### config.mk
export PLATFORM = sky130hd
export DESIGN_NAME = ftp_reply_end_detector_flat
export DESIGN_NICKNAME = d
export VERILOG_FILES = /design/src/rtl/ftprd_pkg.sv /design/src/rtl/ftprd_byte_if.sv /design/src/rtl/ftprd_result_if.sv /design/src/rtl/ftp_reply_end_detector.sv /design/src/flat_wrapper.sv
export SDC_FILE = /design/constraint.sdc
export NUM_CORES = 1
export LEC_CHECK = 0
export BUFFER_PORTS_ARGS = -buffer_cell sky130_fd_sc_hd__clkbuf_2
export CAP_MARGIN = 10
export CORE_ASPECT_RATIO = 1.2
export CORE_MARGIN = 3
export CORE_UTILIZATION = 53
export DETAILED_ROUTE_END_ITERATION = 8
export PLACE_DENSITY = 0.81
export SYNTH_ARGS = -nofsm -noshare
export SYNTH_HDL_FRONTEND = slang
export SYNTH_SLANG_ARGS = --single-unit
### constraint.sdc
create_clock -name clk -period 2.9 [get_ports clk]
set_input_delay 0.58 -clock clk [delete_from_list [all_inputs] [get_ports clk]]
set_output_delay 0.58 -clock clk [all_outputs]
set_load 0.02 [all_outputs]
### src/rtl/ftprd_pkg.sv
// Shared types and constants for the FTP reply end detector.
// No dependencies; compile this file first.
`default_nettype none

package ftprd_pkg;

  // Payload types.
  typedef logic [7:0] byte_t;
  typedef logic [1:0] status_t;
  typedef logic [9:0] code_t;
  typedef logic [3:0] digit_t;

  // Status codes carried with each result.
  localparam status_t STATUS_BUSY = 2'd0;
  localparam status_t STATUS_DONE = 2'd1;
  localparam status_t STATUS_BAD  = 2'd2;

  // Characters of interest in the reply text.
  localparam byte_t CH_SPACE   = 8'h20;
  localparam byte_t CH_HYPHEN  = 8'h2D;
  localparam byte_t CH_NEWLINE = 8'h0A;
  localparam byte_t CH_ZERO    = 8'h30;
  localparam byte_t CH_NINE    = 8'h39;

  // A reply code has three digits; the digit counter saturates one above that.
  localparam logic [2:0] CODE_LEN  = 3'd3;
  localparam logic [2:0] DIGIT_SAT = 3'd4;

  // True for an ASCII decimal digit.
  function automatic logic is_digit(input byte_t b);
    return (b >= CH_ZERO) && (b <= CH_NINE);
  endfunction

endpackage

`default_nettype wire

### src/rtl/ftprd_byte_if.sv
// Valid/ready channel that carries one received reply byte per transfer.
// Depends on ftprd_pkg.
`default_nettype none

interface ftprd_byte_if;
  import ftprd_pkg::*;

  logic  valid;
  logic  ready;
  byte_t rx_byte;

  modport source (output valid, output rx_byte, input ready);
  modport sink (input valid, input rx_byte, output ready);
endinterface

`default_nettype wire

### src/rtl/ftprd_result_if.sv
// Valid/ready channel that carries one detector result per transfer.
// Depends on ftprd_pkg.
`default_nettype none

interface ftprd_result_if;
  import ftprd_pkg::*;

  logic    valid;
  logic    ready;
  status_t status;
  code_t   reply_code;
  logic    was_multi_line;

  modport source (output valid, output status, output reply_code, output was_multi_line,
                  input ready);
  modport sink (input valid, input status, input reply_code, input was_multi_line,
                output ready);
endinterface

`default_nettype wire

### src/rtl/ftp_reply_end_detector.sv
// Top level of the FTP control reply end detector: parser state and result register.
// Depends on ftprd_pkg, ftprd_byte_if and ftprd_result_if.
//
//   Channel   Role    Transfer payload
//   rx        sink    rx_byte: one byte of reply text
//   result    source  status, reply_code, was_multi_line: one result per byte
//
// Every byte transfer yields exactly one result, held in the result register from the cycle after the transfer.
// A byte may be taken in every cycle; the single result register sets that rate, and
// rx.ready is low only while that register holds a result that has not been taken.
// Synchronous reset clears the parser to the code phase and empties the result register.
// Result payload holds steady while result.ready is low.
`default_nettype none

module ftp_reply_end_detector (
  input  wire                   clk,
  input  wire                   rst,
  ftprd_byte_if.sink            rx,
  ftprd_result_if.source        result
);
  import ftprd_pkg::*;

  // Parser phases.
  localparam logic [1:0] PH_CODE  = 2'd0;
  localparam logic [1:0] PH_LAST  = 2'd1;
  localparam logic [1:0] PH_MULTI = 2'd2;

  // Parser state.
  logic [1:0] phase, phase_next;
  logic [2:0] digit_count, digit_count_next;
  digit_t     code_digits [3];
  digit_t     code_digits_next [3];
  logic [1:0] match_count, match_count_next;
  logic       at_line_head, at_line_head_next;
  logic       multi_flag, multi_flag_next;

  // Result register.
  logic    res_valid;
  status_t res_status;
  code_t   res_code;
  logic    res_multi;

  // Result of the byte now on the input.
  status_t status_next;
  code_t   code_next;
  logic    multi_next;

  logic   accept;
  byte_t  b;
  digit_t expect_digit;
  code_t  code_value;

  // A new byte is taken whenever the result register is free or being emptied.
  assign rx.ready = !res_valid || result.ready;
  assign accept   = rx.valid && rx.ready;
  assign b        = rx.rx_byte;

  // Digit that the current position of a body line must match.
  always_comb begin
    unique case (match_count)
      2'd0:    expect_digit = code_digits[0];
      2'd1:    expect_digit = code_digits[1];
      default: expect_digit = code_digits[2];
    endcase
  end

  // Reply code as a number from its three stored digits.
  assign code_value = code_t'({6'd0, code_digits[0]} * 10'd100)
                    + code_t'({6'd0, code_digits[1]} * 10'd10)
                    + {6'd0, code_digits[2]};

  // Next parser state and the result for this byte.
  always_comb begin
    phase_next        = phase;
    digit_count_next  = digit_count;
    code_digits_next  = code_digits;
    match_count_next  = match_count;
    at_line_head_next = at_line_head;
    multi_flag_next   = multi_flag;
    status_next       = STATUS_BUSY;
    code_next         = '0;
    multi_next        = 1'b0;

    unique case (phase)
      PH_LAST: begin
        // The reply ends at the first newline of its last line.
        if (b == CH_NEWLINE) begin
          status_next       = STATUS_DONE;
          code_next         = code_value;
          multi_next        = multi_flag;
          phase_next        = PH_CODE;
          digit_count_next  = '0;
          code_digits_next  = '{default: '0};
          match_count_next  = '0;
          at_line_head_next = 1'b1;
          multi_flag_next   = 1'b0;
        end
      end
      PH_MULTI: begin
        // Look for a line that opens with the code digits and then a space.
        if (b == CH_NEWLINE) begin
          at_line_head_next = 1'b1;
          match_count_next  = '0;
        end else if (at_line_head) begin
          if (match_count == 2'd3) begin
            if (b == CH_SPACE) begin
              phase_next = PH_LAST;
            end
            at_line_head_next = 1'b0;
            match_count_next  = '0;
          end else if (is_digit(b) && (b[3:0] == expect_digit)) begin
            match_count_next = match_count + 2'd1;
          end else begin
            at_line_head_next = 1'b0;
            match_count_next  = '0;
          end
        end
      end
      default: begin
        // Code phase: collect digits until a space or a hyphen.
        if ((b == CH_SPACE) || (b == CH_HYPHEN)) begin
          if (digit_count != CODE_LEN) begin
            status_next       = STATUS_BAD;
            phase_next        = PH_CODE;
            digit_count_next  = '0;
            code_digits_next  = '{default: '0};
            match_count_next  = '0;
            at_line_head_next = 1'b1;
            multi_flag_next   = 1'b0;
          end else if (b == CH_SPACE) begin
            phase_next      = PH_LAST;
            multi_flag_next = 1'b0;
          end else begin
            phase_next        = PH_MULTI;
            multi_flag_next   = 1'b1;
            at_line_head_next = 1'b0;
            match_count_next  = '0;
          end
        end else if (is_digit(b)) begin
          if (digit_count < CODE_LEN) begin
            code_digits_next[digit_count[1:0]] = b[3:0];
          end
          if (digit_count < DIGIT_SAT) begin
            digit_count_next = digit_count + 3'd1;
          end
        end
      end
    endcase
  end

  // Parser state advances on each byte transfer.
  always_ff @(posedge clk) begin
    if (rst) begin
      phase        <= PH_CODE;
      digit_count  <= '0;
      code_digits  <= '{default: '0};
      match_count  <= '0;
      at_line_head <= 1'b1;
      multi_flag   <= 1'b0;
    end else if (accept) begin
      phase        <= phase_next;
      digit_count  <= digit_count_next;
      code_digits  <= code_digits_next;
      match_count  <= match_count_next;
      at_line_head <= at_line_head_next;
      multi_flag   <= multi_flag_next;
    end
  end

  // Result register valid flag.
  always_ff @(posedge clk) begin
    if (rst) begin
      res_valid <= 1'b0;
    end else if (accept) begin
      res_valid <= 1'b1;
    end else if (result.ready) begin
      res_valid <= 1'b0;
    end
  end

  // Result payload, loaded with each byte transfer.
  always_ff @(posedge clk) begin
    if (accept) begin
      res_status <= status_next;
      res_code   <= code_next;
      res_multi  <= multi_next;
    end
  end

  assign result.valid          = res_valid;
  assign result.status         = res_status;
  assign result.reply_code     = res_code;
  assign result.was_multi_line = res_multi;

  // The digit counter never passes its saturation value.
  a_digit_sat: assert property (@(posedge clk) disable iff (rst)
    digit_count <= DIGIT_SAT)
    else $error("digit counter beyond saturation");

  // The multi-line flag is only set once the code phase has been left.
  a_multi_phase: assert property (@(posedge clk) disable iff (rst)
    (phase == PH_CODE) |-> !multi_flag)
    else $error("multi-line flag set in code phase");

  // A finished or malformed reply re-arms the parser.
  a_rearm: assert property (@(posedge clk) disable iff (rst)
    (accept && (status_next != STATUS_BUSY)) |=>
      ((phase == PH_CODE) && (digit_count == 3'd0) && at_line_head))
    else $error("parser not re-armed after a result");

  // A presented result never carries the unused status code.
  a_status_code: assert property (@(posedge clk) disable iff (rst)
    res_valid |-> ((res_status == STATUS_BUSY) || (res_status == STATUS_DONE)
                   || (res_status == STATUS_BAD)))
    else $error("unused status code presented");

  // A completed reply carries a three-digit code.
  a_code_range: assert property (@(posedge clk) disable iff (rst)
    (res_valid && (res_status == STATUS_DONE)) |-> (res_code <= 10'd999))
    else $error("reply code out of range");

endmodule

`default_nettype wire

### src/flat_wrapper.sv
// flat-port wrapper written by rule: the top's interface ports become plain ports
module ftp_reply_end_detector_flat import ftprd_pkg::*;
  (clk, rst, rx_valid, rx_rx_byte, rx_ready, result_valid, result_status, result_reply_code, result_was_multi_line, result_ready);
  ftprd_byte_if rx_i ();
  ftprd_result_if result_i ();
  input  wire clk;
  input  wire rst;
  input wire logic [$bits(rx_i.valid)-1:0] rx_valid;
  input wire logic [$bits(rx_i.rx_byte)-1:0] rx_rx_byte;
  output wire logic [$bits(rx_i.ready)-1:0] rx_ready;
  output wire logic [$bits(result_i.valid)-1:0] result_valid;
  output wire logic [$bits(result_i.status)-1:0] result_status;
  output wire logic [$bits(result_i.reply_code)-1:0] result_reply_code;
  output wire logic [$bits(result_i.was_multi_line)-1:0] result_was_multi_line;
  input wire logic [$bits(result_i.ready)-1:0] result_ready;
  assign rx_i.valid = rx_valid;
  assign rx_i.rx_byte = rx_rx_byte;
  assign rx_ready = rx_i.ready;
  assign result_valid = result_i.valid;
  assign result_status = result_i.status;
  assign result_reply_code = result_i.reply_code;
  assign result_was_multi_line = result_i.was_multi_line;
  assign result_i.ready = result_ready;
  ftp_reply_end_detector u_core (.clk(clk), .rst(rst), .rx(rx_i), .result(result_i));
endmodule
-- Word level (Yosys, flattened, before mapping)
Index checks and enable logic that the tools add are counted.
- equality and inequality tests: 17
- multipliers: 2
- bitwise operators: 2
- reductions and logical operators: 21
- magnitude comparators: 6
- muxes and demuxes: 53
- $add $sub $neg: 4
- operators with widths (kind ; number):
    2-to-1 mux 12 bit ; 5
    2-to-1 mux 2 bit ; 17
    one-hot mux 12 bit (2 select lines) ; 1
    == test 8 x 6 -> 1 bit (second input constant) ; 2
    2-to-1 mux 1 bit ; 15
    2-to-1 mux 3 bit ; 5
    bitwise mux 12 bit ; 1
    one-hot mux 2 bit (2 select lines) ; 3
    AND reduction 6 bit ; 2
    nonzero test 3 bit ; 4
    adder 10 x 4 -> 10 bit ; 1
    adder 10 x 8 -> 10 bit ; 1
    demux 4 bit (select 2 bit) ; 1
    == test 8 x 4 -> 1 bit (second input constant) ; 1
    >= comparator 8 x 6 -> 1 bit (second input constant) ; 1
    less-or-equal comparator 8 x 6 -> 1 bit (second input constant) ; 1
    multiplier 4 x 5 -> 8 bit (second input constant) ; 1
    != test 2 x 1 -> 1 bit (second input constant) ; 4
    one-hot mux 4 bit (2 select lines) ; 1
    AND reduction 4 bit ; 2
    multiplier 4 x 3 -> 7 bit (second input constant) ; 1
    AND reduction 7 bit ; 1
    one-hot mux 3 bit (2 select lines) ; 1
    AND reduction 5 bit ; 1
    24 further kinds ; 32
- output and inout port bits: 15
- logic and storage cells: 117
- register bits after elaboration: 35
- input port bits: 12

-- Longest topological paths before layout
Gate-level depths: netlist of the first run.
- word-level depth: 10
- gate-level depth with buffers: 11
- gate-level depth less buffers: 11

-- Least setup slack after synthesis of the first run
OpenSTA, ideal clock, no wires.
- path type: register to register
- start point: register u_core.code_digits[5] in the netlist's numbering
- end point: register u_core.res_code[8], in the netlist u_core.result.reply_code[8] (data pin)
- setup time: 0.267 ns
- data required time: 2.633 ns
- path slack: 0.139 ns
- buffers on the path: 0
- period minus slack after synthesis: 2.761 ns
- stages on the path, launching flop included: 11
- data arrival time: 2.495 ns
- cell sequence: dfxtp_1 > ha_1 > ha_1 > fa_1 > ha_1 > ha_1 > o21ai_0 > a21oi_1 > o21ai_0 > nor3b_1 > nor3_1
- word-level cells in the longest chain between the ends: 3
- RTL lines (what ; RTL line ; text):
    start: declaration ; ftp_reply_end_detector.sv:31 ; digit_t code_digits [3];
    start signal: assignment ; ftp_reply_end_detector.sv:163 ; code_digits <= code_digits_next;
    multiplier 4 x 3 -> 7 bit ; ftp_reply_end_detector.sv:69 ; + code_t'({6'd0, code_digits[1]} * 10'd10)
    adder 10 x 8 -> 10 bit ; ftp_reply_end_detector.sv:69 ;
    adder 10 x 4 -> 10 bit ; ftp_reply_end_detector.sv:70 ; + {6'd0, code_digits[2]};
    end signal: assignment ; ftp_reply_end_detector.sv:185 ; res_code <= code_next;
    end: declaration ; ftp_reply_end_detector.sv:40 ; code_t res_code;
No other way between the ends.
A chain may end at the register's enable or synchronous reset.

-- Worst setup path after layout of the first run
Ends and elaborated chain as after synthesis.

==> impl_results.md, run 1 <==
* Outcome: complete, no violations
* Layout Skew at 0.00481 ns
* TritonCTS clock tree: yes
* Number of synthesized register bits at 35
* Cts hold-fix bufs at 0
* Placer Congestion at 0.944
* I/O pin total at 27
* Tot GR Track Use at 0.218
* Global-route wire length before repair at 9180 um
* Compound-Gate Fraction of Synth Area at 0.200
* Ys flop type: dfxtp_1
* Max FO, Critical Path at 3
* Worst endpoint required time at 2.93 ns
* CP top delay family: adder cells
* DR WL/cell at 16.0 um
* Critical R2R Launch: u_core.code_digits[5]
* Row count at 26
* Most frequent cells after synthesis: 33 x ha_1, 25 x inv_1, 22 x dfxtp_1, 19 x a21oi_1, 14 x nand2_1
* Crit path launch type: register
* Final hold vios at 0
* Vias in the first global route at 2026
* Crit share post-route at 0.976
* Die Y at 81.0 um
* Full die area at 5540 sq um
* Final ANT Viol Nets at 0
* MaxCap Viol Count at 0
* Yosys cell types at 49
* CTS Buf Count at 5
* Reg-to-Reg End: u_core.result.reply_code[8]
* Synth Instances at 255
* Synthesized area per cell at 9.73 sq um
* CP max-delay cell: fa_1
* Asr flop ratio synth at 0
* H-tree depth at 2
* Area contributors post-synth: dfxtp_1 18%, ha_1 17%, edfxtp_1 16%, o2bb2ai_1 4.2%, fa_1 4.0%
* Synth Area in Simple Gates at 0.180
* Synthesis Warnings at 0
* Syn_nets at 305
* DRT Wirelength at 5450 um
* Worst IR Drop VDD at 0.289 mV
* Tmin final at 2.83 ns
* Total negative setup slack at 0 ns
* Slowest stage delay, CP at 0.56 ns
* Power density over cell area at 346 nW/um^2
* Initial antenna violation count at 0
* Synth Area in XOR/XNOR at 0.0282
* DRT iter0 DRCs at 79
* Hold_sp: u_core.match_count[1]
* Layout cells sized above 1 at 0.196
* Clock root buffer: clkbuf_8
* Setup Fix Bufs, Post-CTS at 0
* Max Slew Vio Count at 0
* Final #Nets at 334
* Worst Tran Pin Value at 0.664 ns
* Worst min path class: reg2reg
* WS Path Type: reg2reg
* Crit path launch: u_core.code_digits[5]
* Reg2Reg Setup Slack at 0.07 ns
* Setup crit end kind: register
* Worst path bufs/invs at 0
* Initial Util at 0.565
* Seq/Total Area, Yosys at 0.335
* Slew headroom at 0.557
* Combinational family with the most area after synthesis: adder cells
* Total number of vias at 2032
* RSZ-0062 raised after global routing: false
* Leakage Power at 1.16 nW
* Clock Sinks at 35
* Drt pass-1 iters at 5
* Via density at 5.96
* Most frequent cell after synthesis: ha_1
* Worst hold path depth at 2
* # setup viols final at 0
* Chip Width at 68.5 um
* Post-DP HPWL at 4140 um
* Critical path, cell by cell: ha_1 -> ha_2 -> fa_1 -> ha_4 -> ha_4 -> o21ai_0 -> a21oi_2 -> o21ai_1 -> a21boi_1 -> nor3_1
* Fmax at 353 MHz
* Leading area contributor after synthesis: dfxtp_1
* Post-synth EDFFs at 13
* R2R depth at 10
* Area Growth Syn to Fin at 13.5%
* Clock Path Buffers at 2
* DRC violations left at 0
* Largest net degree at the start of global routing at 19
* GR Overflow Total at 0
* Most frequent CP cell: ha_4
* Worst-path clk slew at 0.07 ns
* Ant diodes at 0
* Mux contribution to synthesized area at 0
* Post-Route Utilization at 0.642
* IO Port Bufs at 26
* Mapped cell area at 2480 sq um
* CORE AREA at 4390 sq um
* Worst Hold End: u_core.match_count[1]
* Share of the synthesized area in the top cell type at 0.177
* Critical Path AT at 2.86 ns
* Adder-cell share of the synthesized area at 0.207
* Clk_lat worst skew at 0.30 ns
placed cells by master, fill, tap and decap left out, types with 3 or more instances in the layout:
cell type / Yosys / routed
nand3_1: 8 / 8
a22o_1: 4 / 4
a21o_1: 4 / 4
ha_4: 0 / 3
xnor2_1: 5 / 5
a21oi_1: 19 / 17
nand2_1: 14 / 14
nand2b_1: 7 / 7
and2_1: 5 / 5
clkbuf_2: 0 / 26
clkbuf_8: 0 / 5
nor2b_1: 4 / 3
nor2_1: 10 / 10
nor3_1: 7 / 7
xor2_1: 3 / 3
dfxtp_1: 22 / 21
edfxtp_1: 13 / 13
nor4_1: 3 / 3
inv_1: 25 / 24
ha_1: 33 / 29
o22ai_2: 3 / 3
o2bb2ai_1: 12 / 12
nor3_2: 3 / 3
o21ai_1: 2 / 4
o21ai_0: 8 / 6
fa_1: 5 / 5
flip-flops by register name, indices dropped and copies added, names as in the netlist:
signal	flops
u_core.match_count	2
u_core.phase	2
u_core.code_digits	12
u_core.result.was_multi_line	1
u_core.result.valid	1
u_core.result.status	2
u_core.multi_flag	1
u_core.at_line_head	1
u_core.digit_count	3
u_core.result.reply_code	10
kinds of logic (layout without fill, tap and decap cells):
group	count (synthesis)	after routing
flops	35	35
compound gates	67	67
simple gates	76	76
fa+ha+maj	38	38
xor+xnor	8	8
buf+inv	31	61
what timing repair did:
| item | in CTS | in global routing |
|---|---|---|
| pin swaps | 1 | 4 |
| resized for setup | 2 | 12 |
| gates cloned | 0 | 0 |
| setup endpoints to repair | 1 | 3 |
metal layers:
| layer | global-route usage | vias to the layer above | part of all wire |
|---|---|---|---|
| met1 | 0.237 | 982 | 0.40 |
| met3 | 0.0415 | 13 | 0.043 |
| met4 | 0.0696 | 0 | 0.019 |
| met5 | 0 | - | 0 |
| li1 | - | 981 | - |
| met2 | 0.412 | 56 | 0.54 |
final cells by class:
type,count,area (sq um)
timing repair buffer,28,145
clock inverter,3,20.0
inverter,25,93.8
sequential,35,832
fill,373,1570
multi-input combinational,189,1590
clock buffer,5,68.8
tap,56,70.1
worst min-delay path, delay by kind of cell (launching register included):
family	cells	cell delay [ns]
flops	1	0.33
simple gates	1	0.06
compound gates	1	0.05
stage by stage:
stage	instance area [sq um]	hold slack (ns)	cells	total power [mW]	worst slack, ns
floorplan	2480	0.445	255	0.595	0.139
global placement	2670	0.462	333	0.624	0.0870
detailed placement	2670	0.469	333	0.627	-0.0313
CTS	2760	0.480	341	0.978	0.00246
global route	2820	0.500	341	1.00	0.00289
finish	2820	0.478	341	0.975	0.0702
power breakdown:
group	internal [mW]	total (mW)	switching [mW]
combinational	0.0321	0.0951	0.0630
sequential	0.518	0.522	0.00413
clock	0.167	0.358	0.191
worst max-delay path by stage:
stage          slack [ns]  cells after the start                           to
6_report             0.07                     10  u_core.result.reply_code[8]
5_1_grt             0.003                     11  u_core.result.reply_code[8]
4_1_cts             0.002                     10  u_core.result.reply_code[8]
3_5_place_dp        -0.03                     10  u_core.result.reply_code[8]
3_3_place_gp         0.09                     10  u_core.result.reply_code[8]
2_1_floorplan        0.14                     10  u_core.result.reply_code[8]
Power figures use the tool's default switching activity.
==> run 2, diff against run 1 <==
--- a/config.mk
+++ b/config.mk
@@ -5,13 +5,14 @@
 export SDC_FILE = /design/constraint.sdc
 export NUM_CORES = 1
 export LEC_CHECK = 0
-export BUFFER_PORTS_ARGS = -buffer_cell sky130_fd_sc_hd__clkbuf_2
 export CAP_MARGIN = 10
 export CORE_ASPECT_RATIO = 1.2
 export CORE_MARGIN = 3
-export CORE_UTILIZATION = 53
+export CORE_UTILIZATION = 55
 export DETAILED_ROUTE_END_ITERATION = 8
-export PLACE_DENSITY = 0.81
+export DONT_BUFFER_PORTS = 1
+export GPL_ROUTABILITY_DRIVEN = 0
+export PLACE_DENSITY = 0.78
 export SYNTH_ARGS = -nofsm -noshare
 export SYNTH_HDL_FRONTEND = slang
 export SYNTH_SLANG_ARGS = --single-unit
==> impl_results.md, run 2 (same netlist as run 1, synthesis figures left out) <==
* Power density over cell area at 384 nW/um^2 (was 346 nW/um^2)
* Worst-path clk slew at 0.08 ns (was 0.07 ns)
* Fmax at 355 MHz (was 353 MHz)
* Tot GR Track Use at 0.217 (was 0.218)
* DRC violations left at 0 (unchanged)
* Full die area at 5360 sq um (was 5540 sq um)
* Worst hold path depth at 1 (was 2)
* Initial antenna violation count at 0 (unchanged)
* RSZ-0062 raised after global routing: true (was false)
* WS Path Type: reg2reg (unchanged)
* CTS Buf Count at 5 (unchanged)
* Leakage Power at 1.09 nW (was 1.16 nW)
* Biggest register: u_core.code_digits (unchanged)
* Area Growth Syn to Fin at 9.02% (was 13.5%)
* Multi-input logic area at 1560 sq um (was 1590 sq um)
* I/O pin total at 27 (unchanged)
* Drt pass-1 iters at 4 (was 5)
* Vias in the first global route at 1914 (was 2026)
* TritonCTS clock tree: yes (unchanged)
* Switching share of power at 0.235 (was 0.264)
* H-tree depth at 2 (unchanged)
* Final ANT Viol Nets at 0 (unchanged)
* Sequential cell area at 832 sq um (unchanged)
* Filler Cell Count at 375 (was 373)
* Tmin final at 2.82 ns (was 2.83 ns)
* R2R depth at 11 (was 10)
* Worst endpoint required time at 2.94 ns (was 2.93 ns)
* Logic pwr share at 0.053 (was 0.098)
* MaxCap Viol Count at 0 (unchanged)
* Crit share post-route at 0.971 (was 0.976)
* Reg-to-Reg End: u_core.result.reply_code[8] (unchanged)
* Via density at 6.10 (was 5.96)
* Chip Width at 67.3 um (was 68.5 um)
* Max reg flops at 12 (unchanged)
* # setup viols final at 0 (unchanged)
* Largest net degree at the start of global routing at 19 (unchanged)
* Outcome: complete, no violations (unchanged)
* Total number of vias at 1939 (was 2032)
* DRT iter0 DRCs at 73 (was 79)
* Most frequent cells in the layout: 30 x ha_1, 25 x inv_1, 21 x dfxtp_1, 19 x a21oi_1, 14 x nand2_1 (was 29 x ha_1, 26 x clkbuf_2, 24 x inv_1, 21 x dfxtp_1, 17 x a21oi_1)
* Clk_lat worst skew at 0.30 ns (about the same)
* GR Overflow Total at 0 (unchanged)
* Max FO, Critical Path at 3 (unchanged)
* DR WL/cell at 16.7 um (was 16.0 um)
* CORE AREA at 4290 sq um (was 4390 sq um)
* Row count at 26 (unchanged)
* Critical R2R Launch: u_core.code_digits[5] (unchanged)
* Clock Path Buffers at 2 (unchanged)
* Clock Sinks at 35 (unchanged)
* Post-route worst setup slack at 0.0849 ns (was 0.0702 ns)
* DRT Wirelength at 5300 um (was 5450 um)
* Clock share of power at 0.433 (was 0.367)
* Final hold vios at 0 (unchanged)
* Reg2Reg Setup Slack at 0.08 ns (was 0.07 ns)
* Critical Path AT at 2.85 ns (was 2.86 ns)
* Final #Nets at 311 (was 334)
* Slew headroom at 0.604 (was 0.557)
* Initial Util at 0.578 (was 0.565)
* IO Port Bufs at 0 (was 26)
* Setup crit end kind: register (unchanged)
* Setup Fix Bufs, Post-CTS at 0 (unchanged)
* Ant diodes at 0 (unchanged)
* Share of power burned in registers at 0.514 (was 0.536)
* Post-Route Utilization at 0.630 (was 0.642)
* Clock root buffer: clkbuf_8 (unchanged)
* Layout Skew at 0.00571 ns (was 0.00481 ns)
* Max Slew Vio Count at 0 (unchanged)
* DP Worst Slack at 0.0300 ns (was -0.0313 ns)
* Die Y at 79.6 um (was 81.0 um)
* Total negative setup slack at 0 ns (unchanged)
* Commonest non-fill, non-tap cell in the layout: ha_1 (unchanged)
* Int Pwr at 0.796 mW (was 0.717 mW)
* Global-route wire length before repair at 8740 um (was 9180 um)
* Worst IR Drop VDD at 0.350 mV (was 0.289 mV)
* Sw power at 0.244 mW (was 0.258 mW)
* Post-DP HPWL at 4000 um (was 4140 um)
* Hold Slack at 0.339 ns (was 0.478 ns)
* Worst min path class: in2reg (was reg2reg)
* Hold_sp: rst (was u_core.match_count[1])
* Crit path launch type: register (unchanged)
* Worst Hold End: u_core.match_count[1] (unchanged)
* Worst Tran Pin Value at 0.588 ns (was 0.664 ns)
* Layout cells sized above 1 at 0.103 (was 0.196)
run 2: changes by cell type in the layout (fill, tap and decap cells not counted), moves of 2 or more:
cell / previous run / this run
clkinvlp_4: 2 / 0
clkbuf_2: 26 / 0
a21oi_2: 2 / 0
a21oi_1: 17 / 19
buf_4: 2 / 5
run 2: critical path: stages (launching register included):
cell and delay, ns:
dfxtp_1 0.32, ha_1 0.29, ha_2 0.20, fa_1 0.40, xor2_1 0.16, ha_1 0.33
ha_4 0.28, inv_1 0.05, a21oi_1 0.18, o21ai_1 0.11, a21boi_1 0.16, nor3_1 0.06
run 2: cell type report:
type | count | share of cell area
clock buffer | 5 | 0.0254
clock inverter | 3 | 0.0162
inverter | 25 | 0.0347
multi-input combinational | 189 | 0.577
sequential | 35 | 0.307
tap | 56 | 0.0259
timing repair buffer | 5 | 0.0139
run 2: power by group through the flow:
| stage | clock network, mW | registers, mW | logic, mW |
|---|---|---|---|
| floorplan | 0 | 0.545 | 0.0501 |
| global placement | 0 | 0.546 | 0.0515 |
| detailed placement | 0 | 0.547 | 0.0528 |
| CTS | 0.456 | 0.535 | 0.0533 |
| global route | 0.472 | 0.536 | 0.0603 |
| finish | 0.450 | 0.535 | 0.0547 |
run 2: worst max path at each step:
| stage | start | endpoint | slack (ns) | depth (start not counted) |
|---|---|---|---|---|
| after floorplan | u_core.code_digits[5] | u_core.result.reply_code[8] | 0.14 | 10 |
| after global placement | u_core.code_digits[5] | u_core.result.reply_code[8] | 0.1 | 10 |
| after detailed placement | u_core.code_digits[5] | u_core.result.reply_code[8] | 0.03 | 10 |
| after CTS | u_core.code_digits[5] | u_core.result.reply_code[8] | 0.004 | 10 |
| after global routing | u_core.code_digits[4] | u_core.result.reply_code[7] | -0.03 | 11 |
| final | u_core.code_digits[5] | u_core.result.reply_code[8] | 0.08 | 11 |
run 2: layer usage:
metal  track usage  wire, um  part of all wire  up-vias
met5             0         0                 0        -
met4         0.110       145             0.027        0
met3        0.0394       239             0.045       16
met2         0.392      2880              0.54       72
met1         0.236      2030              0.38      908
li1              -         -                 -      943
run 2: through the flow:
step / area, sq um / instances / power, mW
after floorplan: 2480 / 255 / 0.595
after global placement: 2560 / 310 / 0.598
after detailed placement: 2560 / 310 / 0.600
after CTS: 2670 / 318 / 1.05
after global routing: 2710 / 318 / 1.07
final: 2710 / 318 / 1.04
run 2: timing repair:
| action | in CTS | in global routing |
|---|---|---|
| hold endpoints to repair | 0 | 0 |
| hold buffers | 0 | 0 |
| endpoints found under the setup margin | 0 | 3 |
| gates resized for setup | 0 | 8 |
